<file path="src/design/spom_pkg.sv">
// shared types and constants for the spiral order matrix reader
package spom_pkg;

  localparam int DEF_MAX_ROWS  = 16;
  localparam int DEF_MAX_COLS  = 16;
  localparam int DEF_WORD_BITS = 32;

  localparam int VALUE_W = 32;
  localparam int POS_W   = 4;
  localparam int SIZE_W  = 5;
  // room for the largest cell count that two size registers can describe
  localparam int CNT_W   = 2 * SIZE_W;
  localparam int CFG_AW  = 3;
  localparam int CFG_DW  = 32;
  localparam int OUT_DW  = VALUE_W + 2 * POS_W;

  typedef enum logic {
    OP_LOAD  = 1'b0,
    OP_FETCH = 1'b1
  } op_t;

  typedef enum logic [1:0] {
    HEAD_RIGHT = 2'd0,
    HEAD_DOWN  = 2'd1,
    HEAD_LEFT  = 2'd2,
    HEAD_UP    = 2'd3
  } head_t;

  typedef enum logic {
    REG_NUM_ROWS = 1'b0,
    REG_NUM_COLS = 1'b1
  } reg_sel_t;

endpackage

</file>
<file path="src/design/spom_queue.sv">
// two-entry command queue between front and back end
module spom_queue #(
  parameter int W = 8
) (
  input  logic         clk,
  input  logic         rst_n,
  input  logic         push,
  input  logic [W-1:0] din,
  output logic         full,
  input  logic         pop,
  output logic         vld,
  output logic [W-1:0] dout
);
  import spom_pkg::*;

  logic [W-1:0] slot_r [2];
  logic         wr_ptr_r, rd_ptr_r;
  logic [1:0]   cnt_r, cnt_nxt;

  assign full = (cnt_r == 2'd2);
  assign vld  = (cnt_r != 2'd0);
  assign dout = slot_r[rd_ptr_r];

  always_comb begin
    cnt_nxt = cnt_r;
    if (push && !pop) cnt_nxt = 2'(cnt_r + 2'd1);
    else if (pop && !push) cnt_nxt = 2'(cnt_r - 2'd1);
  end

  always_ff @(posedge clk) begin
    if (push) slot_r[wr_ptr_r] <= din;
  end

  always_ff @(posedge clk) begin
    if (!rst_n) begin
      wr_ptr_r <= 1'b0;
      rd_ptr_r <= 1'b0;
      cnt_r    <= 2'd0;
    end else begin
      if (push) wr_ptr_r <= !wr_ptr_r;
      if (pop) rd_ptr_r <= !rd_ptr_r;
      cnt_r <= cnt_nxt;
    end
  end

endmodule

</file>
<file path="config.mk">
export PLATFORM = sky130hd
export DESIGN_NAME = spom_queue
export DESIGN_NICKNAME = d
export VERILOG_FILES = /design/src/design/spom_pkg.sv /design/src/design/spom_queue.sv
export SDC_FILE = /design/constraint.sdc
export NUM_CORES = 1
export LEC_CHECK = 0
export BUFFER_PORTS_ARGS = -buffer_cell sky130_fd_sc_hd__buf_2
export CORE_MARGIN = 3
export CORE_UTILIZATION = 40
export DETAILED_ROUTE_END_ITERATION = 8
export PLACE_DENSITY = 0.76
export SLEW_MARGIN = 20
export SYNTH_ARGS = -nofsm -noshare
export SYNTH_HDL_FRONTEND = slang
export SYNTH_SLANG_ARGS = --single-unit
</file>
<file path="constraint.sdc">
create_clock -name clk -period 1.5 [get_ports clk]
set_clock_uncertainty 0.15 [all_clocks]
set_input_delay 0.3 -clock clk [delete_from_list [all_inputs] [get_ports clk]]
set_output_delay 0.3 -clock clk [all_outputs]
set_load 0.03 [all_outputs]
</file>
# After elaboration in Yosys (flattened, before gate mapping)
# Memories as Yosys holds them, arrays and structs flattened. A register that Yosys moved wholly into a read port is not among the register bits.
# Index checks and enable logic that the tools add are counted.
# Widths: inputs -> output; s select.
[op_classes] add_sub_neg=2 n_eq_ne=1 mux=6 reduce_logical=8
[ops] cell="$logic_not 1->1" count=4
[ops] cell="$mux 1" count=4
[ops] cell="$mux 2" count=2
[ops] cell="$reduce_bool 2->1" count=2
[ops] cell="$add 2x1->2 const B" count=1
[ops] cell="$eq 2x2->1 const B" count=1
[ops] cell="$logic_and 1x1->1" count=2
[ops] cell="$sub 2x1->2 const B" count=1
[word_totals] ff_bits=4 ram_bits=16 in_bits=12 out_inout_bits=10 wordCells=21 n_memories=1
[mem_list] memory="slot_r" words=2 width=8 read_ports=1 rd_clocked_by_memory_dff=1 write_ports=1 line="spom_queue.sv:16" rtl="logic [W-1:0] slot_r [2];"

# Depth between registers and ports, before layout
[depth] depth_word=4 mapped_depth=5 depth_no_buf=5

# Worst setup path before layout
# No wires, ideal clock.
[synth_timing] path_type="flip-flop to output port" from="register (tool-made name)" to="output dout[0]" arrival_ns=0.880 required_ns=1.050 slack_ns=0.170 stages_incl_launch_ff=3 n_path_buf=1 path_cell_list="dfxtp_1 -> buf_2 -> mux2_2"
[synth_lines] item="end, declared" line="spom_queue.sv:12" rtl="output logic [W-1:0] dout"

==> PnR_summary.wiki <==
{| class="wikitable"
! Metric !! Value
|-
| Leading cell types by total area after synthesis || edfxtp_1, dfxtp_1, mux2_2
|-
| FFs w/ async S/R, synth || 0%
|-
| Critical setup path kind || flip-flop to output port
|-
| Placed wire-length estimate after detailed placement || about 900 um
|-
| Slew of the pin with the lowest slew margin || ~0.37 ns
|-
| Total nets after synthesis || 60
|-
| Clock-pin slew on the worst setup and hold paths || ~0.11 ns
|-
| Final critical-path required period || between 1.5 and 2 ns
|-
| CTS sink cnt || 21
|-
| Failing checks || negative setup slack
|-
| Required time at the endpoint of the critical path || ~1.1 ns
|-
| Power density over the cells || approximately 1100 nW/um2
|-
| Global-route wire length before repair || 2.214 mm
|-
| Top flip-flop cell by instance count after synthesis || edfxtp_1
|-
| Hold Vio Cnt, Final || 0
|-
| Vias || roughly 470
|-
| Clock Latency Late Sink || approximately 0.29 ns
|-
| Ratio of routed vias to standard cells || between 4 and 5
|-
| Post-route worst setup slack || -0.1835 ns
|-
| Wirelength per Cell || 13.56 um
|-
| Maximum number of pins on one net before global-route repair || 12
|-
| Layout cells sized above 1 || between 50% and 60%
|-
| Post-synthesis compound-gate area fraction || between 2 and 3%
|-
| Outcome || finished with violations
|-
| Layout area overhead || 38.30%
|-
| Kind of capture point of the worst setup path || output port
|-
| # DRC || 0
|-
| Antenna fix cells || 0
|-
| Main combinational cell family by area after synthesis || multiplexers
|-
| Flip-flop and latch count after synthesis || 21
|-
| Per-instance average area after synthesis || 16.96 um2
|-
| Number of instances in the synthesized netlist || 47
|-
| CP Launch Type || flip-flop
|-
| Total CTS buffers || 3
|-
| Die extent in y || between 50 and 60 um
|-
| Overall Global Routing Usage || between 10% and 20%
|-
| Worst r2r src || cnt_r[0]
|-
| Standard-cell rows || 15
|-
| Max-slew headroom at the worst pin || between 70% and 80%
|-
| Die footprint || between 2000 and 3000 um2
|-
| Count of yosys warnings during synthesis || 0
|-
| Reg2Reg Setup Slack || between 0.2 and 0.25 ns
|-
| Max-capacitance violation count || 0
|-
| Fraction of synthesized cell area in xor and xnor cells || under 10%
|-
| Iter 0 DRT Violations || 6
|-
| Critical Path AT || 1.23 ns
|-
| GP Congestion || roughly 0.6
|-
| Distinct cells, synth || 16
|-
| Leading post-synthesis cells by instance count || edfxtp_1, mux2_2, dfxtp_1
|-
| R2r endpoint || cnt_r[1]
|-
| Number of nets in the final layout || 90
|-
| I/O Buffers || 21
|-
| Final cycle utilization of the critical path || 112.2%
|-
| Post-synthesis share of cell area spent on full adders, half adders and majority gates || ~1.6%
|-
| Power, Total || 0.001242 W
|-
| # fillers || between 150 and 200
|-
| Iteration count of the initial detailed-routing pass || 2
|-
| R2r worst-path depth || 4
|-
| Unrepaired setup endpoints after global routing || yes
|-
| Min-Delay Path Depth || 1
|-
| Fraction of the yosys area taken by sequential cells || 72.84%
|-
| Boundary pin count || 22
|-
| Max rail drop VDD || between 0.0007 and 0.0008 V
|-
| Clk root buf || clkbuf_4
|-
| Maximum achievable frequency || ~0.59 GHz
|-
| Clock tree from TritonCTS || yes
|-
| DRT antenna net count || 0
|-
| Buffers from clock root to sink, at most || 2
|-
| Final Slew Violations || 0
|-
| Static Leakage || about 0.46 nW
|-
| Routed WL || ~1.4 mm
|-
| Most frequently used cell type in the post-synthesis netlist || edfxtp_1
|-
| Type of the tightest min-delay check || input pin to flip-flop
|-
| Post-Synth Simple-Gate Area || under 10%
|-
| Number of enable-type register cells in the synthesized netlist || 16
|-
| Number of setup violations in the final report || 8
|-
| Hold path startpoint || din[2]
|-
| Crit-path max FO || 8
|-
| Proportion of netlist area held by the largest area contributor || about three fifths
|-
| Cell type contributing the most total cell area after synthesis || edfxtp_1
|-
| Horizontal extent of the die || roughly 50 um
|-
| Hold-fix buffer count after cts || 0
|-
| Multiplexer share of the synthesized area || between 10% and 20%
|-
| Post-synthesis cell area || approximately 800 um2
|-
| Initial antenna violation count || 0
|-
| Endpoint, Worst Hold || slot_r[0][2]
|-
| Initial Utilization || roughly 44%
|-
| Minimum setup slack after placement || about 0.057 ns
|-
| Floorplan core area || roughly 1800 um2
|-
| # H-tree levels || 1
|-
| Total congestion overflow || 0
|-
| Number of global-route vias before repair || 510
|}
## kinds of logic (layout without fill, tap and decap cells)
logic type               after synthesis  count (layout)
XOR/XNOR                               3               3
multiplexers                           8               8
adder cells (fa/ha/maj)                1               1
buffers and inverters                  2              31
AO/OA/AOI/OAI                          3               3
AND/OR/NAND/NOR                        9               9
flip-flops                            21              21
## layer usage
metal | wire, um | up-vias | GRT usage (%)
met5 | 0 | - | 0
met4 | 8 | 0 | 5.381
met3 | 119 | 2 | 4.451
met2 | 685 | 18 | 21.30
met1 | 555 | 219 | 12.74
li1 | - | 229 | -
## cell usage in the layout, fill, tap and decap left out
master    Yosys  final
edfxtp_1     16     16
buf_2         1     11
buf_6         0     10
mux2_4        0      8
and2_1        4      4
buf_4         0      4
clkbuf_4      0      3
dfxtp_1       5      3
xor2_1        2      2
nor2b_1       2      2
dfxtp_2       0      2
inv_1         1      1
and2b_2       1      1
or2_4         0      1
o21a_1        1      1
o21ai_0       1      1
or3_1         1      1
a21boi_1      1      1
xnor2_1       1      1
ha_1          1      1
clkbuf_1      0      1
buf_12        0      1
## registers in the layout (all words and copies together), names as in the netlist, named ones only
name and cells:
slot_r 16, cnt_r 2, wr_ptr_r 1, rd_ptr_r 1
## power by group
| part | total [W] | internal, W | switching [W] |
|---|---|---|---|
| sequential | 0.000685 | 0.000667 | 0.0000183 |
| clock | 0.000254 | 0.000103 | 0.000151 |
| combinational | 0.000302 | 0.000161 | 0.000142 |
## timing repair
| item | in CTS | in global routing |
|---|---|---|
| pin swaps | 0 | 0 |
| resized for setup | 29 | 3 |
| setup buffers | 1 | 0 |
| endpoints found under the hold margin | 0 | 0 |
| gates cloned | 0 | 0 |
| endpoints found under the setup margin | 10 | 9 |
## metrics by stage
step	hold slack [ns]	std cells	utilization, %	instance area, um2	TNS (ns)
3_5_place_dp	0.3411	96	53.89	970.9	0
3_3_place_gp	0.3325	96	53.89	970.9	0
2_1_floorplan	0.2489	47	-	797.0	0
5_1_grt	0.02239	101	61.18	1102	-1.810
6_report	0.03722	101	61.18	1102	-1.418
4_1_cts	0.03323	101	60.83	1096	-1.522
## worst max-delay path by stage
stage,start,endpoint
4_1_cts,flip-flop,dout[5]
3_5_place_dp,push,cnt_r[1]
5_1_grt,flip-flop,dout[4]
2_1_floorplan,flip-flop,dout[0]
3_3_place_gp,push,cnt_r[1]
6_report,flip-flop,dout[4]
## worst max-delay path: stages, from the launching register on
cell	delay, ns
dfxtp_2	0.36
buf_12	0.14
mux2_4	0.31
buf_6	0.14
## final cells by class
class | count | area (um2) | area share, %
inverter | 1 | 3.754 | 0.3405
timing repair buffer | 26 | 217.7 | 19.75
clock buffer | 4 | 26.28 | 2.384
tap | 25 | 31.28 | 2.838
sequential | 21 | 583.1 | 52.89
multi-input combinational | 24 | 240.2 | 21.79
(Power assumes the default switching activity.)
