<file path="src/design/spom_pkg.sv">
// shared types and constants for the spiral order matrix reader
package spom_pkg;

  localparam int DEF_MAX_ROWS  = 16;
  localparam int DEF_MAX_COLS  = 16;
  localparam int DEF_WORD_BITS = 32;

  localparam int VALUE_W = 32;
  localparam int POS_W   = 4;
  localparam int SIZE_W  = 5;
  // room for the largest cell count that two size registers can describe
  localparam int CNT_W   = 2 * SIZE_W;
  localparam int CFG_AW  = 3;
  localparam int CFG_DW  = 32;
  localparam int OUT_DW  = VALUE_W + 2 * POS_W;

  typedef enum logic {
    OP_LOAD  = 1'b0,
    OP_FETCH = 1'b1
  } op_t;

  typedef enum logic [1:0] {
    HEAD_RIGHT = 2'd0,
    HEAD_DOWN  = 2'd1,
    HEAD_LEFT  = 2'd2,
    HEAD_UP    = 2'd3
  } head_t;

  typedef enum logic {
    REG_NUM_ROWS = 1'b0,
    REG_NUM_COLS = 1'b1
  } reg_sel_t;

endpackage

</file>
<file path="src/design/spom_front.sv">
// front end: takes beats, tracks load and spiral positions, issues memory commands
module spom_front #(
  parameter int MAX_ROWS  = 16,
  parameter int MAX_COLS  = 16,
  parameter int WORD_BITS = 32,
  parameter int RW        = 4,
  parameter int CW        = 4,
  parameter int AW        = 8
) (
  input  logic                          clk,
  input  logic                          rst_n,
  input  logic                          restart,
  input  logic [spom_pkg::SIZE_W-1:0]   size_rows,
  input  logic [spom_pkg::SIZE_W-1:0]   size_cols,
  input  logic                          in_tvalid,
  output logic                          in_tready,
  input  logic [spom_pkg::VALUE_W-1:0]  in_tdata,
  input  logic                          in_tuser,
  input  logic                          cmd_full,
  output logic                          cmd_push,
  output spom_pkg::op_t                 cmd_op,
  output logic [AW-1:0]                 cmd_addr,
  output logic [WORD_BITS-1:0]          cmd_word,
  output logic [RW-1:0]                 cmd_row,
  output logic [CW-1:0]                 cmd_col,
  output logic                          cmd_last
);
  import spom_pkg::*;

  logic [SIZE_W-1:0] eff_rows, eff_cols;
  logic [RW-1:0]     last_row;
  logic [CW-1:0]     last_col;
  logic [CNT_W-1:0]  total;

  logic [RW-1:0] load_row_r, load_row_nxt;
  logic [CW-1:0] load_col_r, load_col_nxt;
  logic [RW-1:0] walk_row_r, walk_row_nxt;
  logic [CW-1:0] walk_col_r, walk_col_nxt;
  logic [RW-1:0] top_r, top_nxt, bot_r, bot_nxt;
  logic [CW-1:0] left_r, left_nxt, right_r, right_nxt;
  head_t         head_r, head_nxt;
  logic [CNT_W-1:0] cnt_r, cnt_nxt;

  logic accept, is_fetch, at_last;

  // a size of zero means one, anything beyond the array means the array size
  always_comb begin
    if (size_rows == '0) eff_rows = SIZE_W'(1);
    else if (int'(size_rows) > MAX_ROWS) eff_rows = SIZE_W'(MAX_ROWS);
    else eff_rows = size_rows;
    if (size_cols == '0) eff_cols = SIZE_W'(1);
    else if (int'(size_cols) > MAX_COLS) eff_cols = SIZE_W'(MAX_COLS);
    else eff_cols = size_cols;
  end

  assign last_row = RW'(eff_rows - SIZE_W'(1));
  assign last_col = CW'(eff_cols - SIZE_W'(1));
  assign total    = CNT_W'(eff_rows) * CNT_W'(eff_cols);

  assign in_tready = !cmd_full;
  assign accept    = in_tvalid && !cmd_full;
  assign is_fetch  = (op_t'(in_tuser) == OP_FETCH);
  assign at_last   = (CNT_W'(cnt_r + CNT_W'(1)) >= total);

  // command outputs
  always_comb begin
    cmd_push = accept;
    cmd_op   = op_t'(in_tuser);
    cmd_word = WORD_BITS'(in_tdata);
    cmd_last = at_last;
    if (is_fetch) begin
      cmd_row  = walk_row_r;
      cmd_col  = walk_col_r;
      cmd_addr = AW'(int'(walk_row_r) * MAX_COLS + int'(walk_col_r));
    end else begin
      cmd_row  = load_row_r;
      cmd_col  = load_col_r;
      cmd_addr = AW'(int'(load_row_r) * MAX_COLS + int'(load_col_r));
    end
  end

  // load position, row-major with wrap
  always_comb begin
    load_row_nxt = load_row_r;
    load_col_nxt = load_col_r;
    if (restart) begin
      load_row_nxt = '0;
      load_col_nxt = '0;
    end else if (accept && !is_fetch) begin
      if (load_col_r == last_col) begin
        load_col_nxt = '0;
        load_row_nxt = (load_row_r == last_row) ? '0 : RW'(load_row_r + RW'(1));
      end else begin
        load_col_nxt = CW'(load_col_r + CW'(1));
      end
    end
  end

  // spiral walk, four shrinking bounds
  always_comb begin
    walk_row_nxt = walk_row_r;
    walk_col_nxt = walk_col_r;
    top_nxt      = top_r;
    bot_nxt      = bot_r;
    left_nxt     = left_r;
    right_nxt    = right_r;
    head_nxt     = head_r;
    cnt_nxt      = cnt_r;
    if (restart || (accept && is_fetch && at_last)) begin
      walk_row_nxt = '0;
      walk_col_nxt = '0;
      top_nxt      = '0;
      left_nxt     = '0;
      bot_nxt      = last_row;
      right_nxt    = last_col;
      head_nxt     = HEAD_RIGHT;
      cnt_nxt      = '0;
    end else if (accept && is_fetch) begin
      cnt_nxt = CNT_W'(cnt_r + CNT_W'(1));
      unique case (head_r)
        HEAD_RIGHT: begin
          if (walk_col_r < right_r) begin
            walk_col_nxt = CW'(walk_col_r + CW'(1));
          end else begin
            top_nxt      = RW'(top_r + RW'(1));
            head_nxt     = HEAD_DOWN;
            walk_row_nxt = RW'(walk_row_r + RW'(1));
          end
        end
        HEAD_DOWN: begin
          if (walk_row_r < bot_r) begin
            walk_row_nxt = RW'(walk_row_r + RW'(1));
          end else begin
            right_nxt    = CW'(right_r - CW'(1));
            head_nxt     = HEAD_LEFT;
            walk_col_nxt = CW'(walk_col_r - CW'(1));
          end
        end
        HEAD_LEFT: begin
          if (walk_col_r > left_r) begin
            walk_col_nxt = CW'(walk_col_r - CW'(1));
          end else begin
            bot_nxt      = RW'(bot_r - RW'(1));
            head_nxt     = HEAD_UP;
            walk_row_nxt = RW'(walk_row_r - RW'(1));
          end
        end
        HEAD_UP: begin
          if (walk_row_r > top_r) begin
            walk_row_nxt = RW'(walk_row_r - RW'(1));
          end else begin
            left_nxt     = CW'(left_r + CW'(1));
            head_nxt     = HEAD_RIGHT;
            walk_col_nxt = CW'(walk_col_r + CW'(1));
          end
        end
      endcase
    end
  end

  always_ff @(posedge clk) begin
    if (!rst_n) begin
      load_row_r <= '0;
      load_col_r <= '0;
      walk_row_r <= '0;
      walk_col_r <= '0;
      top_r      <= '0;
      left_r     <= '0;
      bot_r      <= '0;
      right_r    <= '0;
      head_r     <= HEAD_RIGHT;
      cnt_r      <= '0;
    end else begin
      load_row_r <= load_row_nxt;
      load_col_r <= load_col_nxt;
      walk_row_r <= walk_row_nxt;
      walk_col_r <= walk_col_nxt;
      top_r      <= top_nxt;
      left_r     <= left_nxt;
      bot_r      <= bot_nxt;
      right_r    <= right_nxt;
      head_r     <= head_nxt;
      cnt_r      <= cnt_nxt;
    end
  end

endmodule

</file>
<file path="config.mk">
export PLATFORM = sky130hd
export DESIGN_NAME = spom_front
export DESIGN_NICKNAME = d
export VERILOG_FILES = /design/src/design/spom_pkg.sv /design/src/design/spom_front.sv
export SDC_FILE = /design/constraint.sdc
export NUM_CORES = 1
export LEC_CHECK = 0
export BUFFER_PORTS_ARGS = -buffer_cell sky130_fd_sc_hd__buf_2
export CAP_MARGIN = 20
export CORE_ASPECT_RATIO = 1.2
export CORE_MARGIN = 5
export CORE_UTILIZATION = 60
export DETAILED_ROUTE_END_ITERATION = 8
export GPL_ROUTABILITY_DRIVEN = 0
export PLACE_DENSITY = 0.87
export SKIP_LAST_GASP = 1
export SYNTH_ARGS = -nofsm -noshare
export SYNTH_HDL_FRONTEND = slang
export SYNTH_SLANG_ARGS = --single-unit
</file>
<file path="constraint.sdc">
create_clock -name clk -period 15.75 [get_ports clk]
set_input_delay 0.7875 -clock clk [delete_from_list [all_inputs] [get_ports clk]]
set_output_delay 0.7875 -clock clk [all_outputs]
set_load 0.05 [all_outputs]
</file>
After elaboration in Yosys (flattened, before gate mapping)
Index checks and enable logic that the tools add are counted.
Word-level totals
  bits in registers: 44
  output and inout bits: 52
  logic and storage cells: 106
Operators by class
  add/subtract/negate cells: 15
  multiply operators: 1
  $lt $le $gt $ge: 7
  eq/ne operators: 15
  mux-type cells: 32
  bitwise gates (word level): 3
  reductions and logical operators: 23
Operators with widths (count)
  $mux W4: 20
  $pmux W4 S4: 2
  $add A4 B1 Y4 const B: 6
  $sub A4 B1 Y4 const B: 6
  $mux W5: 4
  $ne A2 B2 Y1 const B: 10
  $add A8 B4 Y8: 2
  $reduce_and A5 Y1: 3
  $reduce_and A3 Y1: 4
  $add A10 B1 Y10 const B: 1
  $ge A10 B10 Y1: 1
  $gt A5 B5 Y1 const B: 2
  $logic_not A5 Y1: 2
  $mul A5 B5 Y10: 1
  $eq A4 B4 Y1: 2
  $gt A4 B4 Y1: 2
  $lt A4 B4 Y1: 2
  $mux W2: 4
  $mux W8: 1
  $pmux W2 S4: 1
  $reduce_bool A2 Y1: 3
  $eq A2 B2 Y1 const B: 2
  $logic_and A1 B1 Y1: 4
  $reduce_or A2 Y1: 2
  6 further kinds: 9

Longest topological paths before layout
  word-level depth: 9
  gate-level depth with buffers: 22
  gate-level depth less buffers: 21

Worst setup path before layout
OpenSTA, ideal clock, no wires.
  kind: input-to-output
  start: input size_rows[1] in the netlist's numbering
  end: output cmd_last
  arrival time: 4.959 ns
  slack: 10.004 ns
  stages on the path: 17
  path buffers: 0
  path through: nor3_1 -> o21ai_2 -> inv_1 -> nand2_1 -> fa_1 -> fa_1 -> fa_1 -> inv_1 -> ha_1 -> a21oi_1 -> o21ai_0 -> o41ai_1 -> xnor2_1 -> ha_1 -> nand2_1 -> o21ai_0 -> a21o_1
Between the ends
  word-level cells in the longest chain between the ends: 5
  elaborated cells on any way between the ends: 6
Ends and longest elaborated chain
  start, declared: RTL line spom_front.sv:13  | input logic [spom_pkg::SIZE_W-1:0] size_rows,
  $gt A5 B5 Y1: RTL line spom_front.sv:49  | else if (int'(size_rows) > MAX_ROWS) eff_rows = SIZE_W'(MAX_ROWS);
  $mux W5: RTL line spom_front.sv:49
  $mux W5 *: RTL line spom_front.sv:48  | if (size_rows == '0) eff_rows = SIZE_W'(1);
  $mul A5 B5 Y10 *: RTL line spom_front.sv:58  | assign total = CNT_W'(eff_rows) * CNT_W'(eff_cols);
  $ge A10 B10 Y1 *: RTL line spom_front.sv:63  | assign at_last = (CNT_W'(cnt_r + CNT_W'(1)) >= total);
  end, declared: RTL line spom_front.sv:26  | output logic cmd_last
Mark *: on every way between the ends. The rest lies on a longest branch, timed or not.

Worst setup path after layout
Same ends and word-level chain as after synthesis.

==> metrics.md <==
| Metric | Value |
|---|---|
| Max-cap violations | `0` |
| Final core utilization | `61.1%` |
| Synthesized net count | `641` |
| Cell Pwr Density | `56.0 nW/µm²` |
| CTS buffer count | `5` |
| Worst Max-Slew Pin Slew | `0.866 ns` |
| Synthesized area | `4360 µm²` |
| Final Net Count | `635` |
| Num ports | `100` |
| I/O Buffers | `35` |
| Hpwl dp | `7470 µm` |
| Sequential share of the synthesized area | `20.2%` |
| Yosys reg bits | `44` |
| Setup tns final | `0 ns` |
| Hold Fails Final Rpt | `0` |
| H-tree levels | `2` |
| Peak Freq | `156 MHz` |
| WL final | `9360 µm` |
| Vias in the first global route | `3,560` |
| Met3 Use GR | `3.25%` |
| Max-slew violations | `0` |
| GRT Util Overall | `22.1%` |
| Clock transition at path regs | `0.08 ns` |
| Launch point of the worst hold path | `cnt_r[1]` |
| Die Span Y | `103 µm` |
| Yosys warning total | `0` |
| Area grow syn2layout | `0.804%` |
| Overall power | `246 µW` |
| Fill cells | `577` |
| Die W | `87.8 µm` |
| Pre-antenna DRT Iters | `4` |
| Met1 usage | `25.1%` |
| Worst reg2reg path depth | `12` |
| Layout cells sized above 1 | `12.4%` |
| Number of distinct library cells after synthesis | `57` |
| Diode count | `0` |
| Setup WS post-layout | `9.33 ns` |
| Outcome | `finished, final reports clean` |
| Die Area | `9080 µm²` |
| RSZ-0062 raised after global routing | `false` |
| Pre-CTS setup slack | `9.40 ns` |
| Worst vdd ir | `0.0644 mV` |
| Number of synthesized flops with an enable pin | `0` |
| Final worst path period share | `40.8%` |
| Crit path time final | `6.42 ns` |
| Root buffer cell | `clkbuf_8` |
| Static leakage | `0.00194 µW` |
| WP data required | `14.96 ns` |
| Placeable core area | `7190 µm²` |
| Setup-failing EPs final | `0` |
| Synth Flop Type | `dfxtp_1` |
| Mapped Cells | `522` |
| CP Class | `in -> out` |
| Worst Hold Depth | `2` |
| Worst slew margin relative to its limit | `41.7%` |
| R2r startpoint | `cnt_r[0]` |
| Initial antenna violation count | `0` |
| Crit path max fanout | `8` |
| Remaining DRCs | `0` |
| Asr flop ratio synth | `0%` |
| Hold EP | `cnt_r[1]` |
| GRT Residual Overflow | `0` |
| Vias | `3,489` |
| Final clock skew | `0.00357 ns` |
| Initial Utilization | `60.7%` |
| Syn avg cell area | `8.35 µm²` |
| Largest net degree at the start of global routing | `31` |
| Routed Antenna Nets | `0` |
| CP endpoint kind | `output pin` |
| Flop2flop setup slack | `12.53 ns` |
| Post-CTS Setup Bufs | `0` |
| DR WL/cell | `15.5 µm` |
| Crit path DAT | `5.63 ns` |
| Worst skew pair latency | `0.30 ns` |
| DR iter-0 viols | `103` |
| Sink Count | `44` |
| Vias/cell | `5.76` |
| Worst min path class | `reg -> reg` |
| RR Endpoint | `bot_r[1]` |
| Resize count post-CTS | `0` |
| GR peak layer | `met2` |
| Startpoint Class | `input pin` |
| Global-route wire length before repair | `16,100 µm` |
| Row count | `34` |
| Post-CTS Hold Buffers | `0` |
| Clk buf depth | `2` |
| M2 GR Usage | `41.3%` |
| CTS tree | `done` |
[worst max-delay path by stage]
stage	from	to	slack, ns	cells after the start
2_1_floorplan	size_rows[1]	cmd_last	10.00	17
3_3_place_gp	size_rows[1]	cmd_last	9.72	19
3_5_place_dp	size_rows[1]	cmd_last	9.40	19
4_1_cts	size_rows[1]	cmd_last	9.42	19
5_1_grt	size_rows[4]	cmd_last	9.08	19
6_report	size_rows[1]	cmd_last	9.33	19
[layout make-up]
class                      instances  area (µm²)  area share, %
sequential                        44         881           20.0
multi-input combinational        380        2960           67.3
clock buffer                       5        68.8           1.57
clock inverter                     2        12.5          0.285
tap                               90         113           2.56
inverter                          50         188           4.27
timing repair buffer              35         175           3.99
[cells by family after synthesis]
kind of cell	share of synthesized area [%]
simple gates	17.4
fa+ha+maj	22.3
flops	20.2
mux	2.70
buf+inv	12.0
compound gates	15.4
xor+xnor	10.0
[metrics by stage]
| step | hold slack (ns) | cell area (µm²) | cells |
|---|---|---|---|
| floorplan | 0.454 | 4360 | 522 |
| global placement | 0.464 | 4310 | 599 |
| detailed placement | 0.471 | 4310 | 599 |
| CTS | 0.483 | 4400 | 606 |
| global route | 0.512 | 4400 | 606 |
| finish | 0.477 | 4400 | 606 |
[cells in the mapped netlist, drive strengths merged, types with 5 or more instances]
cell / n / area, µm²
xor2: 14 / 123
mux2: 6 / 67.6
ha: 60 / 751
nor2b: 8 / 52.6
nor3: 11 / 55.1
dfxtp: 44 / 881
buf: 41 / 308
a21oi: 32 / 160
inv: 49 / 184
nand2b: 13 / 81.3
and2: 6 / 37.5
nand2: 29 / 109
a21o: 9 / 70.1
xnor2: 36 / 315
nand3: 16 / 80.1
mux2i: 5 / 50.1
nor2: 50 / 188
fa: 11 / 220
o21ai: 12 / 63.8
o21a: 5 / 37.5
clkbuf: 7 / 26.3
[routing by layer]
metal  vias to the layer above  part of all wire, %
li1                       1732                    -
met1                      1660                   42
met2                        80                   52
met3                        17                  3.8
met4                         0                  2.0
met5                         -                    0
[state kept, by name, summed over array words and instances, names as in the netlist]
name        cells
walk_row_r      4
cnt_r          10
load_row_r      4
right_r         4
left_r          4
top_r           4
bot_r           4
head_r          2
walk_col_r      4
load_col_r      4
[power by group]
group / total, µW / leakage [µW] / internal (µW) / switching [µW]
combinational: 60.7 / 0.00154 / 23.1 / 37.7
sequential: 116 / 0.000357 / 113 / 2.14
clock: 69.9 / 0.0000400 / 30.1 / 39.8
total: 246 / 0.00194 / 167 / 79.6
[cell usage in the layout, fill, tap and decap left out, types with 4 or more instances in the layout]
cell type and n:
xnor2_1 36, a21o_1 7, a21oi_1 32, o22ai_1 4, nor3_1 11, ha_1 60
o21ai_0 11, and2_1 4, and3_1 4, mux2_2 6, clkbuf_8 5, nor2b_1 7
nor2_1 50, nand2b_1 13, fa_1 11, nand2_1 29, nand3_1 16, inv_1 49
dfxtp_1 44, nand4_1 4, buf_2 35, mux2i_1 5, o21a_1 5, or3_1 4
xor2_1 14
[worst max-delay path, cell delays in order]
cell	delay, ns
buf_2	0.13
nor3_1	0.27
o21ai_2	0.17
inv_1	0.08
nand2_1	0.08
fa_1	0.51
fa_1	0.52
fa_1	0.56
inv_1	0.04
ha_1	0.35
a21oi_1	0.29
o21ai_0	0.20
o41ai_1	0.35
xnor2_1	0.12
ha_1	0.32
nand2_1	0.06
o21ai_0	0.39
a21o_1	0.15
buf_2	0.26
No activity file was read; power rests on OpenSTA's default activity.
